**config.mk**
```make
export PLATFORM = sky130hd
export DESIGN_NAME = i2c_master_byte_transfer
export DESIGN_NICKNAME = d
export VERILOG_FILES = /design/src/rtl/i2cm_pkg.sv /design/src/rtl/i2cm_ram.sv /design/src/rtl/i2c_master_byte_transfer.sv
export SDC_FILE = /design/constraint.sdc
export NUM_CORES = 1
export LEC_CHECK = 0
export ABC_AREA = 1
export BUFFER_PORTS_ARGS = -buffer_cell sky130_fd_sc_hd__buf_2
export CORE_MARGIN = 2
export CORE_UTILIZATION = 30
export DETAILED_ROUTE_END_ITERATION = 8
export SLEW_MARGIN = 40
export SYNTH_ARGS = -nofsm -noshare
export SYNTH_HDL_FRONTEND = slang
export SYNTH_SLANG_ARGS = --single-unit
```
**constraint.sdc**
```tcl
create_clock -name aclk -period 6.1 [get_ports aclk]
set_clock_uncertainty 0.05 [all_clocks]
set_input_delay 1.22 -clock aclk [delete_from_list [all_inputs] [get_ports aclk]]
set_output_delay 1.22 -clock aclk [all_outputs]
set_load 0.01 [all_outputs]
```
**src/rtl/i2cm_pkg.sv**
```systemverilog
// Shared types and constants for the I2C byte transfer master.
// No dependencies; imported by the top level and the send-buffer RAM.
`timescale 1ns / 1ps

package i2cm_pkg;

    localparam int BUFFER_DEPTH_DEFAULT = 16;
    localparam logic [7:0] HALF_PERIOD_RESET = 8'd5;
    localparam int BYTE_COUNT_MAX = 16;

    typedef enum logic [1:0] {
        ACT_TICK  = 2'd0,
        ACT_LOAD  = 2'd1,
        ACT_WRITE = 2'd2,
        ACT_READ  = 2'd3
    } action_t;

    typedef enum logic [9:0] {
        PH_IDLE     = 10'b00_0000_0001,
        PH_START    = 10'b00_0000_0010,
        PH_ADDR     = 10'b00_0000_0100,
        PH_AACK     = 10'b00_0000_1000,
        PH_WDATA    = 10'b00_0001_0000,
        PH_WACK     = 10'b00_0010_0000,
        PH_RDATA    = 10'b00_0100_0000,
        PH_MACK     = 10'b00_1000_0000,
        PH_STOP     = 10'b01_0000_0000,
        PH_STOP_REL = 10'b10_0000_0000
    } phase_t;

endpackage

```
**src/rtl/i2cm_ram.sv**
```systemverilog
// Generic single-port-write, single-port-read RAM with registered read data.
// Depends on i2cm_pkg for its default depth.
`timescale 1ns / 1ps

module i2cm_ram #(
    parameter int WIDTH = 8,
    parameter int DEPTH = i2cm_pkg::BUFFER_DEPTH_DEFAULT,
    localparam int AW = (DEPTH > 1) ? $clog2(DEPTH) : 1
) (
    input  logic             aclk,
    input  logic             wr_en,
    input  logic [AW-1:0]    wr_addr,
    input  logic [WIDTH-1:0] wr_data,
    input  logic [AW-1:0]    rd_addr,
    output logic [WIDTH-1:0] rd_data
);
    import i2cm_pkg::*;

    logic [WIDTH-1:0] mem [DEPTH];

    always_ff @(posedge aclk) begin
        if (wr_en) begin
            mem[wr_addr] <= wr_data;
        end
        rd_data <= mem[rd_addr];
    end

endmodule

```
**src/rtl/i2c_master_byte_transfer.sv**
```systemverilog
// I2C byte transfer master: bus timing state machine, one input item per tick.
// Depends on i2cm_pkg and i2cm_ram (send buffer).
//
// Usage:
//   s_ channel: one item per bus tick. s_tuser carries the action (tick, load
//   a send-buffer slot, start write, start read); s_tdata carries address,
//   byte count, load slot/byte and the sampled SDA level. Actions other than
//   tick are honored only while idle.
//   m_ channel: exactly one result item per input item: SCL/SDA drive, busy,
//   NACK error, received byte with its index (m_tuser flags it valid), and
//   m_tlast on the tick the STOP completes.
//   cfg_wr_en/cfg_wr_data write half_period_ticks; write it only while idle.
//   Output: the result of an item is registered when the item is accepted.
//   Throughput: one item per cycle unless a waiting result stalls it; the
//   state update and the result are formed in one pass of logic from the
//   state registers. The send buffer RAM is read ahead of the slot it will need.
//   Stall: while m_tready is low and a result waits, s_tready drops and the
//   state holds; no item is lost. Reset (aresetn low, synchronous) returns to
//   idle with both lines released; buffer contents are kept as they are.
`timescale 1ns / 1ps

module i2c_master_byte_transfer #(
    parameter int BUFFER_DEPTH = i2cm_pkg::BUFFER_DEPTH_DEFAULT
) (
    input  logic        aclk,
    input  logic        aresetn,
    input  logic        cfg_wr_en,
    input  logic [7:0]  cfg_wr_data,
    input  logic        s_tvalid,
    output logic        s_tready,
    // [7:0] address_byte, [12:8] byte_count, [16:13] load_index,
    // [24:17] load_byte, [25] sda_in, [31:26] zero
    input  logic [31:0] s_tdata,
    // [1:0] action
    input  logic [1:0]  s_tuser,
    output logic        m_tvalid,
    input  logic        m_tready,
    // [0] scl_out, [1] sda_out, [2] busy_res, [3] nack_error,
    // [11:4] rx_byte, [15:12] rx_index
    output logic [15:0] m_tdata,
    // [0] rx_valid
    output logic [0:0]  m_tuser,
    // done_res
    output logic        m_tlast
);
    import i2cm_pkg::*;

    localparam int AW = (BUFFER_DEPTH > 1) ? $clog2(BUFFER_DEPTH) : 1;

    // input fields
    action_t    action;
    logic [7:0] address_byte;
    logic [4:0] byte_count;
    logic [3:0] load_index;
    logic [7:0] load_byte;
    logic       sda_in;

    assign action       = action_t'(s_tuser);
    assign address_byte = s_tdata[7:0];
    assign byte_count   = s_tdata[12:8];
    assign load_index   = s_tdata[16:13];
    assign load_byte    = s_tdata[24:17];
    assign sda_in       = s_tdata[25];

    logic [7:0] half_period_reg;

    phase_t     phase_reg, phase_next;
    logic [7:0] tick_reg, tick_next;
    logic [3:0] bit_reg, bit_next;
    logic [4:0] pos_reg, pos_next;
    logic [4:0] left_reg, left_next;
    logic [7:0] shift_reg, shift_next;
    logic       reading_reg, reading_next;
    logic       error_reg, error_next;
    logic       scl_reg, scl_next;
    logic       sda_reg, sda_next;

    logic       out_valid_reg;
    logic [15:0] out_data_reg;
    logic       out_rxv_reg;
    logic       out_done_reg;

    logic       accept;
    logic       rx_valid_c;
    logic [7:0] rx_byte_c;
    logic [3:0] rx_index_c;
    logic       done_c;

    logic          buf_we;
    logic [8:0]    wr_pos_x;
    logic [AW-1:0] buf_waddr;
    logic [4:0]    look_pos;
    logic [8:0]    look_pos_x;
    logic [AW-1:0] buf_raddr;
    logic [7:0]    buf_rdata;

    assign s_tready = !out_valid_reg || m_tready;
    assign accept   = s_tvalid && s_tready;

    // half-period lengths
    logic [7:0] high_len, low_len;
    assign high_len = (half_period_reg < 8'd1) ? 8'd1 : half_period_reg;
    assign low_len  = (half_period_reg < 8'd2) ? 8'd2 : half_period_reg;

    always_comb begin
        logic [7:0] tick_inc;
        logic [3:0] bit_inc;
        logic       go_next;
        logic [4:0] left_new;
        logic [4:0] pos_new;
        logic       cell_val;

        phase_next   = phase_reg;
        tick_next    = tick_reg;
        bit_next     = bit_reg;
        pos_next     = pos_reg;
        left_next    = left_reg;
        shift_next   = shift_reg;
        reading_next = reading_reg;
        error_next   = error_reg;
        scl_next     = scl_reg;
        sda_next     = sda_reg;
        rx_valid_c   = 1'b0;
        rx_byte_c    = 8'd0;
        rx_index_c   = 4'd0;
        done_c       = 1'b0;
        buf_we       = 1'b0;

        tick_inc = (tick_reg == 8'hff) ? tick_reg : tick_reg + 8'd1;
        bit_inc  = bit_reg + 4'd1;
        go_next  = 1'b0;
        left_new = left_reg;
        pos_new  = pos_reg;

        unique case (phase_reg)
            PH_ADDR, PH_WDATA: cell_val = shift_reg[7];
            PH_MACK:           cell_val = (left_reg <= 5'd1);
            PH_STOP:           cell_val = 1'b0;
            default:           cell_val = 1'b1;
        endcase

        if (phase_reg == PH_IDLE) begin
            if (action == ACT_LOAD) begin
                buf_we = ({28'd0, load_index} < 32'(BUFFER_DEPTH));
            end else if (action == ACT_WRITE || action == ACT_READ) begin
                left_next    = (byte_count > 5'(BYTE_COUNT_MAX))
                             ? 5'(BYTE_COUNT_MAX) : byte_count;
                pos_next     = 5'd0;
                reading_next = (action == ACT_READ);
                error_next   = 1'b0;
                shift_next   = address_byte;
                bit_next     = 4'd0;
                scl_next     = 1'b1;
                sda_next     = 1'b0;
                phase_next   = PH_START;
                tick_next    = 8'd0;
            end
        end else begin
            tick_next = tick_inc;
            if (phase_reg == PH_START) begin
                if (tick_inc >= high_len) begin
                    bit_next   = 4'd0;
                    phase_next = PH_ADDR;
                    scl_next   = 1'b0;
                    tick_next  = 8'd0;
                end
            end else if (phase_reg == PH_STOP_REL) begin
                if (tick_inc >= high_len) begin
                    phase_next = PH_IDLE;
                    tick_next  = 8'd0;
                    done_c     = 1'b1;
                end
            end else if (!scl_reg) begin
                // SDA moves only inside the low half
                sda_next = cell_val;
                if (tick_inc >= low_len) begin
                    scl_next  = 1'b1;
                    tick_next = 8'd0;
                end
            end else if (tick_inc >= high_len) begin
                // end of a bit cell; sda_in sampled on the last high tick
                unique case (phase_reg)
                    PH_ADDR, PH_WDATA: begin
                        shift_next = {shift_reg[6:0], 1'b0};
                        bit_next   = bit_inc;
                        scl_next   = 1'b0;
                        tick_next  = 8'd0;
                        if (bit_inc >= 4'd8) begin
                            phase_next = (phase_reg == PH_ADDR) ? PH_AACK : PH_WACK;
                        end
                    end
                    PH_AACK: begin
                        if (sda_in) begin
                            error_next = 1'b1;
                            phase_next = PH_STOP;
                            scl_next   = 1'b0;
                            tick_next  = 8'd0;
                        end else begin
                            go_next = 1'b1;
                        end
                    end
                    PH_WACK: begin
                        if (sda_in) begin
                            error_next = 1'b1;
                            phase_next = PH_STOP;
                            scl_next   = 1'b0;
                            tick_next  = 8'd0;
                        end else begin
                            pos_new  = pos_reg + 5'd1;
                            left_new = (left_reg != 5'd0) ? left_reg - 5'd1 : left_reg;
                            go_next  = 1'b1;
                        end
                    end
                    PH_RDATA: begin
                        shift_next = {shift_reg[6:0], sda_in};
                        bit_next   = bit_inc;
                        scl_next   = 1'b0;
                        tick_next  = 8'd0;
                        if (bit_inc >= 4'd8) begin
                            rx_valid_c = 1'b1;
                            rx_byte_c  = {shift_reg[6:0], sda_in};
                            rx_index_c = pos_reg[3:0];
                            phase_next = PH_MACK;
                        end
                    end
                    PH_MACK: begin
                        pos_new  = pos_reg + 5'd1;
                        left_new = (left_reg != 5'd0) ? left_reg - 5'd1 : left_reg;
                        go_next  = 1'b1;
                    end
                    PH_STOP: begin
                        // release SDA while SCL is high
                        sda_next   = 1'b1;
                        phase_next = PH_STOP_REL;
                        tick_next  = 8'd0;
                    end
                    default: begin
                    end
                endcase
            end
        end

        if (go_next) begin
            pos_next  = pos_new;
            left_next = left_new;
            scl_next  = 1'b0;
            tick_next = 8'd0;
            bit_next  = 4'd0;
            if (left_new == 5'd0) begin
                phase_next = PH_STOP;
            end else if (reading_reg) begin
                shift_next = 8'd0;
                phase_next = PH_RDATA;
            end else begin
                shift_next = ({27'd0, pos_new} < 32'(BUFFER_DEPTH)) ? buf_rdata : 8'd0;
                phase_next = PH_WDATA;
            end
        end

        if (!accept) begin
            phase_next   = phase_reg;
            tick_next    = tick_reg;
            bit_next     = bit_reg;
            pos_next     = pos_reg;
            left_next    = left_reg;
            shift_next   = shift_reg;
            reading_next = reading_reg;
            error_next   = error_reg;
            scl_next     = scl_reg;
            sda_next     = sda_reg;
            buf_we       = 1'b0;
        end
    end

    // The slot needed next: during a write byte it is the following position.
    assign look_pos   = pos_next + ((phase_next == PH_WDATA || phase_next == PH_WACK)
                                    ? 5'd1 : 5'd0);
    assign look_pos_x = 9'(look_pos);
    assign buf_raddr  = look_pos_x[AW-1:0];
    assign wr_pos_x   = 9'(load_index);
    assign buf_waddr  = wr_pos_x[AW-1:0];

    i2cm_ram #(
        .WIDTH (8),
        .DEPTH (BUFFER_DEPTH)
    ) u_send_buf (
        .aclk    (aclk),
        .wr_en   (buf_we),
        .wr_addr (buf_waddr),
        .wr_data (load_byte),
        .rd_addr (buf_raddr),
        .rd_data (buf_rdata)
    );

    always_ff @(posedge aclk) begin
        if (!aresetn) begin
            half_period_reg <= HALF_PERIOD_RESET;
            phase_reg       <= PH_IDLE;
            tick_reg        <= 8'd0;
            bit_reg         <= 4'd0;
            pos_reg         <= 5'd0;
            left_reg        <= 5'd0;
            shift_reg       <= 8'd0;
            reading_reg     <= 1'b0;
            error_reg       <= 1'b0;
            scl_reg         <= 1'b1;
            sda_reg         <= 1'b1;
            out_valid_reg   <= 1'b0;
        end else begin
            if (cfg_wr_en) begin
                half_period_reg <= cfg_wr_data;
            end
            phase_reg   <= phase_next;
            tick_reg    <= tick_next;
            bit_reg     <= bit_next;
            pos_reg     <= pos_next;
            left_reg    <= left_next;
            shift_reg   <= shift_next;
            reading_reg <= reading_next;
            error_reg   <= error_next;
            scl_reg     <= scl_next;
            sda_reg     <= sda_next;
            if (accept) begin
                out_valid_reg <= 1'b1;
            end else if (m_tready) begin
                out_valid_reg <= 1'b0;
            end
        end
    end

    // result payload
    always_ff @(posedge aclk) begin
        if (accept) begin
            out_data_reg <= {rx_index_c, rx_byte_c, error_next,
                             (phase_next != PH_IDLE), sda_next, scl_next};
            out_rxv_reg  <= rx_valid_c;
            out_done_reg <= done_c;
        end
    end

    assign m_tvalid   = out_valid_reg;
    assign m_tdata    = out_data_reg;
    assign m_tuser[0] = out_rxv_reg;
    assign m_tlast    = out_done_reg;

    // SDA moves with SCL high only for START and the release at STOP
    assert property (@(posedge aclk) disable iff (!aresetn)
        (scl_reg && $past(scl_reg) && (sda_reg != $past(sda_reg)))
        |-> (phase_reg == PH_START || phase_reg == PH_STOP_REL))
        else $error("SDA changed while SCL high outside START/STOP");

    // a received byte only comes out of a read transaction
    assert property (@(posedge aclk) disable iff (!aresetn)
        (accept && rx_valid_c) |-> (reading_reg && phase_reg == PH_RDATA))
        else $error("rx byte outside a read");

    // STOP completion leaves the master idle
    assert property (@(posedge aclk) disable iff (!aresetn)
        (accept && done_c) |=> (phase_reg == PH_IDLE && scl_reg && sda_reg))
        else $error("done without returning to idle");

    assert property (@(posedge aclk) disable iff (!aresetn)
        left_reg <= 5'(BYTE_COUNT_MAX))
        else $error("byte count above limit");

endmodule

```
==> results of run 1 <==
## cells in the mapped netlist (2+ instances only)
master	n	share of area
clkbuf_1	32	0.012
or2_2	4	0.0024
nor4_1	2	0.0012
o21ai_1	4	0.0019
buf_1	2	0.00073
nand3_1	70	0.034
nand2_1	228	0.083
buf_2	3	0.0015
inv_2	8	0.0029
edfxtp_1	146	0.42
a31oi_1	3	0.0018
a22oi_1	2	0.0015
nor2_2	6	0.0036
xor2_1	3	0.0025
o41ai_1	2	0.0017
a221oi_1	2	0.0017
inv_1	100	0.036
nand4_1	12	0.0073
o221ai_1	8	0.0068
dfxtp_1	61	0.12
nand2_4	11	0.012
nor2_4	5	0.0055
nor3_1	2	0.00097
a21oi_1	58	0.028
ha_1	23	0.028
o211ai_1	5	0.0036
o22ai_1	36	0.022
o21ai_0	111	0.054
nor2_1	164	0.060
nand3b_1	6	0.0044
nand3_4	2	0.0034
buf_6	2	0.0022
xnor2_1	4	0.0034
nand2_2	5	0.0030
## stage by stage
stage	TNS, ns	hold WS, ns	utilization
after floorplan	0	0.391	-
after global placement	0	0.404	0.332
after detailed placement	0	0.414	0.332
after CTS	0	0.423	0.353
after global routing	-0.297	0.449	0.354
final	0	0.421	0.354
## placed cells by master (no fill, tap or decap), drive strengths merged
cell | netlist | routed
o2111ai | 2 | 2
clkinv | 2 | 10
or3 | 1 | 1
o22ai | 37 | 37
nor4 | 3 | 3
a21oi | 58 | 58
o21ai | 117 | 117
xnor2 | 5 | 5
a31oi | 3 | 3
buf | 8 | 78
a221oi | 2 | 2
a21o | 1 | 1
xor2 | 4 | 4
nand4 | 12 | 12
or2 | 5 | 5
o211ai | 5 | 5
nor2 | 176 | 176
nand3b | 6 | 6
ha | 23 | 23
and2 | 1 | 1
a22oi | 2 | 2
nand3 | 73 | 73
dfxtp | 61 | 61
inv | 108 | 107
clkinvlp | 0 | 2
o21a | 1 | 1
clkbuf | 32 | 31
a32o | 1 | 1
edfxtp | 146 | 146
nor3 | 2 | 2
o41ai | 2 | 2
nand2 | 244 | 244
o221ai | 8 | 8
o21bai | 2 | 2
## final timing paths
kind / start / endpoint / slack, ns / cells past startpoint
setup / recovery: tick_reg[0] / u_send_buf.rd_data[6] / 0.55 / 34
hold / removal: tick_reg[7] / tick_reg[7] / 0.42 / 2
setup reg to reg: tick_reg[0] / u_send_buf.rd_data[6] / 0.55 / 34
hold reg to reg: tick_reg[7] / tick_reg[7] / 0.42 / 2
## repair_timing
item | 4_1_cts | 5_1_grt
resized for setup | 0 | 6
setup buffers | 0 | 0
endpoints found under the setup margin | 0 | 8
## layout make-up
type                    count  area (µm²)  share of cell area
flip-flops and latches    207        5610               0.470
multi-input cells         796        4160               0.349
clock buffers              31         647              0.0542
well taps                 448         561              0.0470
repair buffers             78         468              0.0392
inverters                 110         418              0.0350
clock inverters             9        76.3             0.00639
## power groups by stage
stage,sequential (mW),clock (mW),combinational [mW]
finish,1.55,1.31,0.273
global route,1.56,1.40,0.310
CTS,1.55,1.34,0.275
detailed placement,1.58,0,0.274
global placement,1.58,0,0.270
floorplan,1.58,0,0.179
## layer usage
metal,routed length [µm],GRT usage
met2,12400,0.243
met3,1470,0.0254
met5,0,0
met1,11900,0.194
met4,479,0.0340
## cell families (layout without fill, tap and decap cells)
| kind of cell | Yosys count | after routing | share of synthesized area |
|---|---|---|---|
| AND/OR/NAND/NOR | 523 | 523 | 0.226 |
| AO/OA/AOI/OAI | 241 | 241 | 0.135 |
| flip-flops | 207 | 207 | 0.543 |
| buffers and inverters | 150 | 228 | 0.0572 |
| adder cells (fa/ha/maj) | 23 | 23 | 0.0279 |
| XOR/XNOR | 9 | 9 | 0.0113 |
## worst reg2reg max path, delay by kind of cell, from the launching register on
family,cells,cell delay (ns)
AND/OR/NAND/NOR,21,2.41
AO/OA/AOI/OAI,4,0.77
adder cells (fa/ha/maj),4,1.10
buffers and inverters,5,0.76
flip-flops,1,0.39
==> out/metrics.yaml, run 1 <==
clock_tree:
  cts_buffers: 24
  clockBufferDepth: 3
  clkSinkCount: 207
  ctsHoldBuffers: 0
  clk_pin_slew_ns: 0.06
  htreeDepth: 1
  cts_tree: "done"
  worst_skew_pair.late_latency_ns: 0.53
  cts_root_buffer: "clkbuf_16"
sta:
  grt_setup_unrepaired: "true"
  setup_viol: 0
  finalHoldViolCount: 0
  slew_violations: 0
  max_clock_freq_mhz: 180
  fin_crit_sh: 0.909
  fin_ws_ns: 0.553
  slew_headroom: 0.442
  min_period_ns: 5.55
  worstMarginPinSlew_ns: 0.830
pwr:
  power_switching_mw: 0.768
  p_per_area_nw_per_um2: 263
  p_int_mw: 2.37
  power.total_mw: 3.14
  seqPwrFrac: 0.495
  vdd_drop_max_uv: 181
  p_clk_frac: 0.418
  p_sw_frac: 0.245
  leakage_nw: 4.73
  combPwrFrac: 0.087
route:
  drtIter0Drc: 513
  vias: 8152
  ant_nets: 0
  finalWirelength_mm: 26.2
  drt_pre_antenna_iters: 5
  post_drt_via_cell_ratio: 4.86
  drc_errors: 0
  routedWlPerCell_um: 15.6
placed_design:
  hpwl_mm: 18.2
  dp_slack_ns: 0.367
  io_buffer_count: 60
  place.gp.congestion: 0.915
  placedCellCount: 1639
  post_dp_cell_area_um2: 11200
worst_setup_path:
  path_buf_inv: 5
  worstSetupStartpointType: "register"
  critPathSlowestCell: "dfxtp_1"
  cp.arrival_ns: 5.97
  worstSetupPathType: "register to register"
  cp_max_fo: 25
  critPathRequiredTime_ns: 6.52
  crit_family: "simple AND/OR/NAND/NOR gates"
  timing.critical_path.mode_cell: "nand2_1"
  cp-end-kind: "register"
  cp_slowest_stage_delay_ns: 0.39
yosys:
  async_flop_share: 0
  netlist_instances: 1153
  synth_edf_count: 146
  ys_seq_area_frac: 0.543
  ys_types: 55
  yosys_register_bits: 207
  synth_flop_cell: "edfxtp_1"
  synth_warnings: 0
  syn-num-nets: 1223
  syn_area_um2: 10300
  synth_area_per_cell_um2: 8.96
global_route:
  grt_pass1_vias: 7546
  antenna_found_initial: 0
  grt_pass1_wl_mm: 41.2
  grt_max_degree: 65
  gr-total-overflow: 0
  grtUsageTotal: 0.145
floorplanning:
  core_area_um2: 33700
  dieWidth_um: 190
  io_pins: 67
  fp.dieArea_um2: 35900
  chipHeight_um: 190
  start_util: 0.306
  rows: 67
layout:
  drive_gt1_frac: 0.140
  largest_reg_flops: 128
  fill_cells: 3495
  final_nets: 1287
  final_area_um2: 11900
  areaGrowthSynthToFinish_pct: 15.6
  instances_no_fill: 1679
  antenna_cells: 0
min_path:
  hold_class: "register to register"
outcome:
  run_status: "complete, no violations"
job:
  maxCapViolCount: 0
(Power assumes the default switching activity.)
==> run 2, diff against run 1 <==
Settings changed: CORE_UTILIZATION 30 to 60, PLACE_DENSITY set to 0.79.
==> run 2 against run 1 <==
Clock power shrank 5%. Sequential power about the same. Register-to-register slack worse by 0.03 ns. Highest routed layer unchanged.
==> out/metrics.yaml, run 2 (same netlist as run 1, synthesis figures left out) <==
outcome:
  run_status: "complete, no violations"
floorplanning:
  chipHeight_um: 135  # -29%
  rows: 47  # -30%
  io_pins: 67  # unchanged
  dieWidth_um: 135  # -29%
  fp.dieArea_um2: 18300  # -49%
  start_util: 0.618  # +0.312
  core_area_um2: 16700  # -50%
clock_tree:
  htreeDepth: 1  # unchanged
  cts_buffers: 22  # -8.3%
  clkSinkCount: 207  # unchanged
  clockBufferDepth: 3  # unchanged
  clk_pin_slew_ns: 0.06  # about the same
  cts_root_buffer: "clkbuf_16"
  cts_tree: "done"
  worst_skew_pair.late_latency_ns: 0.52  # about the same
pwr:
  p_per_area_nw_per_um2: 265  # +0.62%
  power.total_mw: 3.06  # -2.5%
  leakage_nw: 4.68  # -0.96%
  vdd_drop_max_uv: 260  # +44%
worst_setup_path:
  critPathSlowestCell: "dfxtp_1"
  cp.arrival_ns: 5.97  # about the same
  worstSetupPathType: "register to register"
  timing.critical_path.mode_cell: "nand2_1"
  cp_max_fo: 19  # -24%
  cp-end-kind: "register"
  reg2reg_setup_slack_ns: 0.53  # -0.03 ns
  critPathRequiredTime_ns: 6.50  # -0.02 ns
  worstSetupStartpointType: "register"
  cp_slowest_stage_delay_ns: 0.38  # about the same
sta:
  worstMarginPinSlew_ns: 0.821  # -0.00886 ns
  setup_tns_ns: 0  # unchanged
  finalHoldViolCount: 0  # unchanged
  holdWs_ns: 0.415  # -0.00560 ns
  slew_violations: 0  # unchanged
  setup_viol: 0  # unchanged
  max_clock_freq_mhz: 179  # -0.49%
  fin_crit_sh: 0.914  # +0.00447
  slew_headroom: 0.451  # +0.00849
  min_period_ns: 5.57  # +0.0272 ns
  grt_setup_unrepaired: "false"
route:
  ant_nets: 0  # unchanged
  post_drt_via_cell_ratio: 5.75  # +18%
  routedWlPerCell_um: 16.8  # +7.2%
  drc_errors: 0  # unchanged
  vias: 8330  # +2.2%
  finalWirelength_mm: 24.3  # -7.5%
  drtIter0Drc: 677  # +32%
  drt_pre_antenna_iters: 7  # +2
layout:
  final_nets: 1283  # -0.31%
  fill_cells: 1323  # -62%
  final_common_cell: "nand2_1"
  instances_no_fill: 1448  # -14%
  layout_common_cells: "227 x nand2_1, 161 x nor2_1, 146 x edfxtp_1, 111 x o21ai_0, 99 x inv_1"
  drive_gt1_frac: 0.134  # -0.00536
  largest_reg_flops: 128  # unchanged
  antenna_cells: 0  # unchanged
  areaGrowthSynthToFinish_pct: 12.0
placed_design:
  placedCellCount: 1409  # -14%
  io_buffer_count: 60  # unchanged
  place.gp.congestion: 1.00  # +9.7%
  hpwl_mm: 17.0  # -6.9%
global_route:
  antenna_found_initial: 0  # unchanged
  grtUsageTotal: 0.268  # +0.123
  gr-total-overflow: 0  # unchanged
  grt_max_degree: 65  # unchanged
  grt_pass1_vias: 7796  # +3.3%
  grt_pass1_wl_mm: 38.4  # -6.8%
job:
  maxCapViolCount: 0  # unchanged
min_path:
  hold_class: "register to register"
[run 2: cell types whose count changed in the layout (fill, tap and decap cells not counted), sizes merged]
| cell | change |
|---|---|
| clkinv | -1 |
| clkinvlp | -2 |
| inv | +1 |
| buf | -2 |
| clkbuf | +1 |
[run 2: cell type report]
class	instances	area (µm²)	area share
clock buffers	32	618	0.0534
clock inverters	7	56.3	0.00487
inverters	110	418	0.0361
multi-input cells	796	4160	0.360
flip-flops and latches	207	5610	0.485
well taps	220	275	0.0238
repair buffers	76	433	0.0374
[run 2: power by group]
part / internal [mW] / total, mW / switching, mW
Clock: 0.706 / 1.24 / 0.532
Sequential: 1.53 / 1.55 / 0.0188
Combinational: 0.0854 / 0.270 / 0.185
[run 2: what timing repair did]
item | in CTS | in global routing
endpoints found under the setup margin | 0 | 8
buffers inserted | 0 | 0
endpoints found under the hold margin | 0 | 0
hold buffers | 0 | 0
resized for setup | 0 | 6
[run 2: final timing paths]
path | to | from | cells past startpoint
worst max-delay path | u_send_buf.rd_data[5] | tick_reg[0] | 39
worst min-delay path | shift_reg[7] | u_send_buf.rd_data[7] | 2
worst max register to register | u_send_buf.rd_data[5] | tick_reg[0] | 39
worst min register to register | shift_reg[7] | u_send_buf.rd_data[7] | 2
[run 2: worst max-delay path: cells and delay by family, from the launching register on]
| family | cells | cell delay, ns |
|---|---|---|
| AND/OR/NAND/NOR | 22 | 2.35 |
| buffers and inverters | 9 | 1.13 |
| adder cells (fa/ha/maj) | 4 | 0.99 |
| AO/OA/AOI/OAI | 4 | 0.57 |
| flip-flops | 1 | 0.38 |
[run 2: per-layer routing]
metal  vias up  share of wire  routed length, µm  global-route usage
li1       4083              -                  -                   -
met1      3883           0.41               9940               0.341
met2       304           0.48              11700               0.459
met3        60          0.068               1650              0.0456
met4         0          0.038                927               0.107
met5         -              0                  0                   0
[run 2: through the flow]
step	worst slack, ns	instance area (µm²)	util
floorplan	1.22	10300	-
global placement	0.517	10900	0.650
detailed placement	0.388	10900	0.650
CTS	0.308	11500	0.691
global route	0.0354	11600	0.693
finish	0.526	11600	0.693
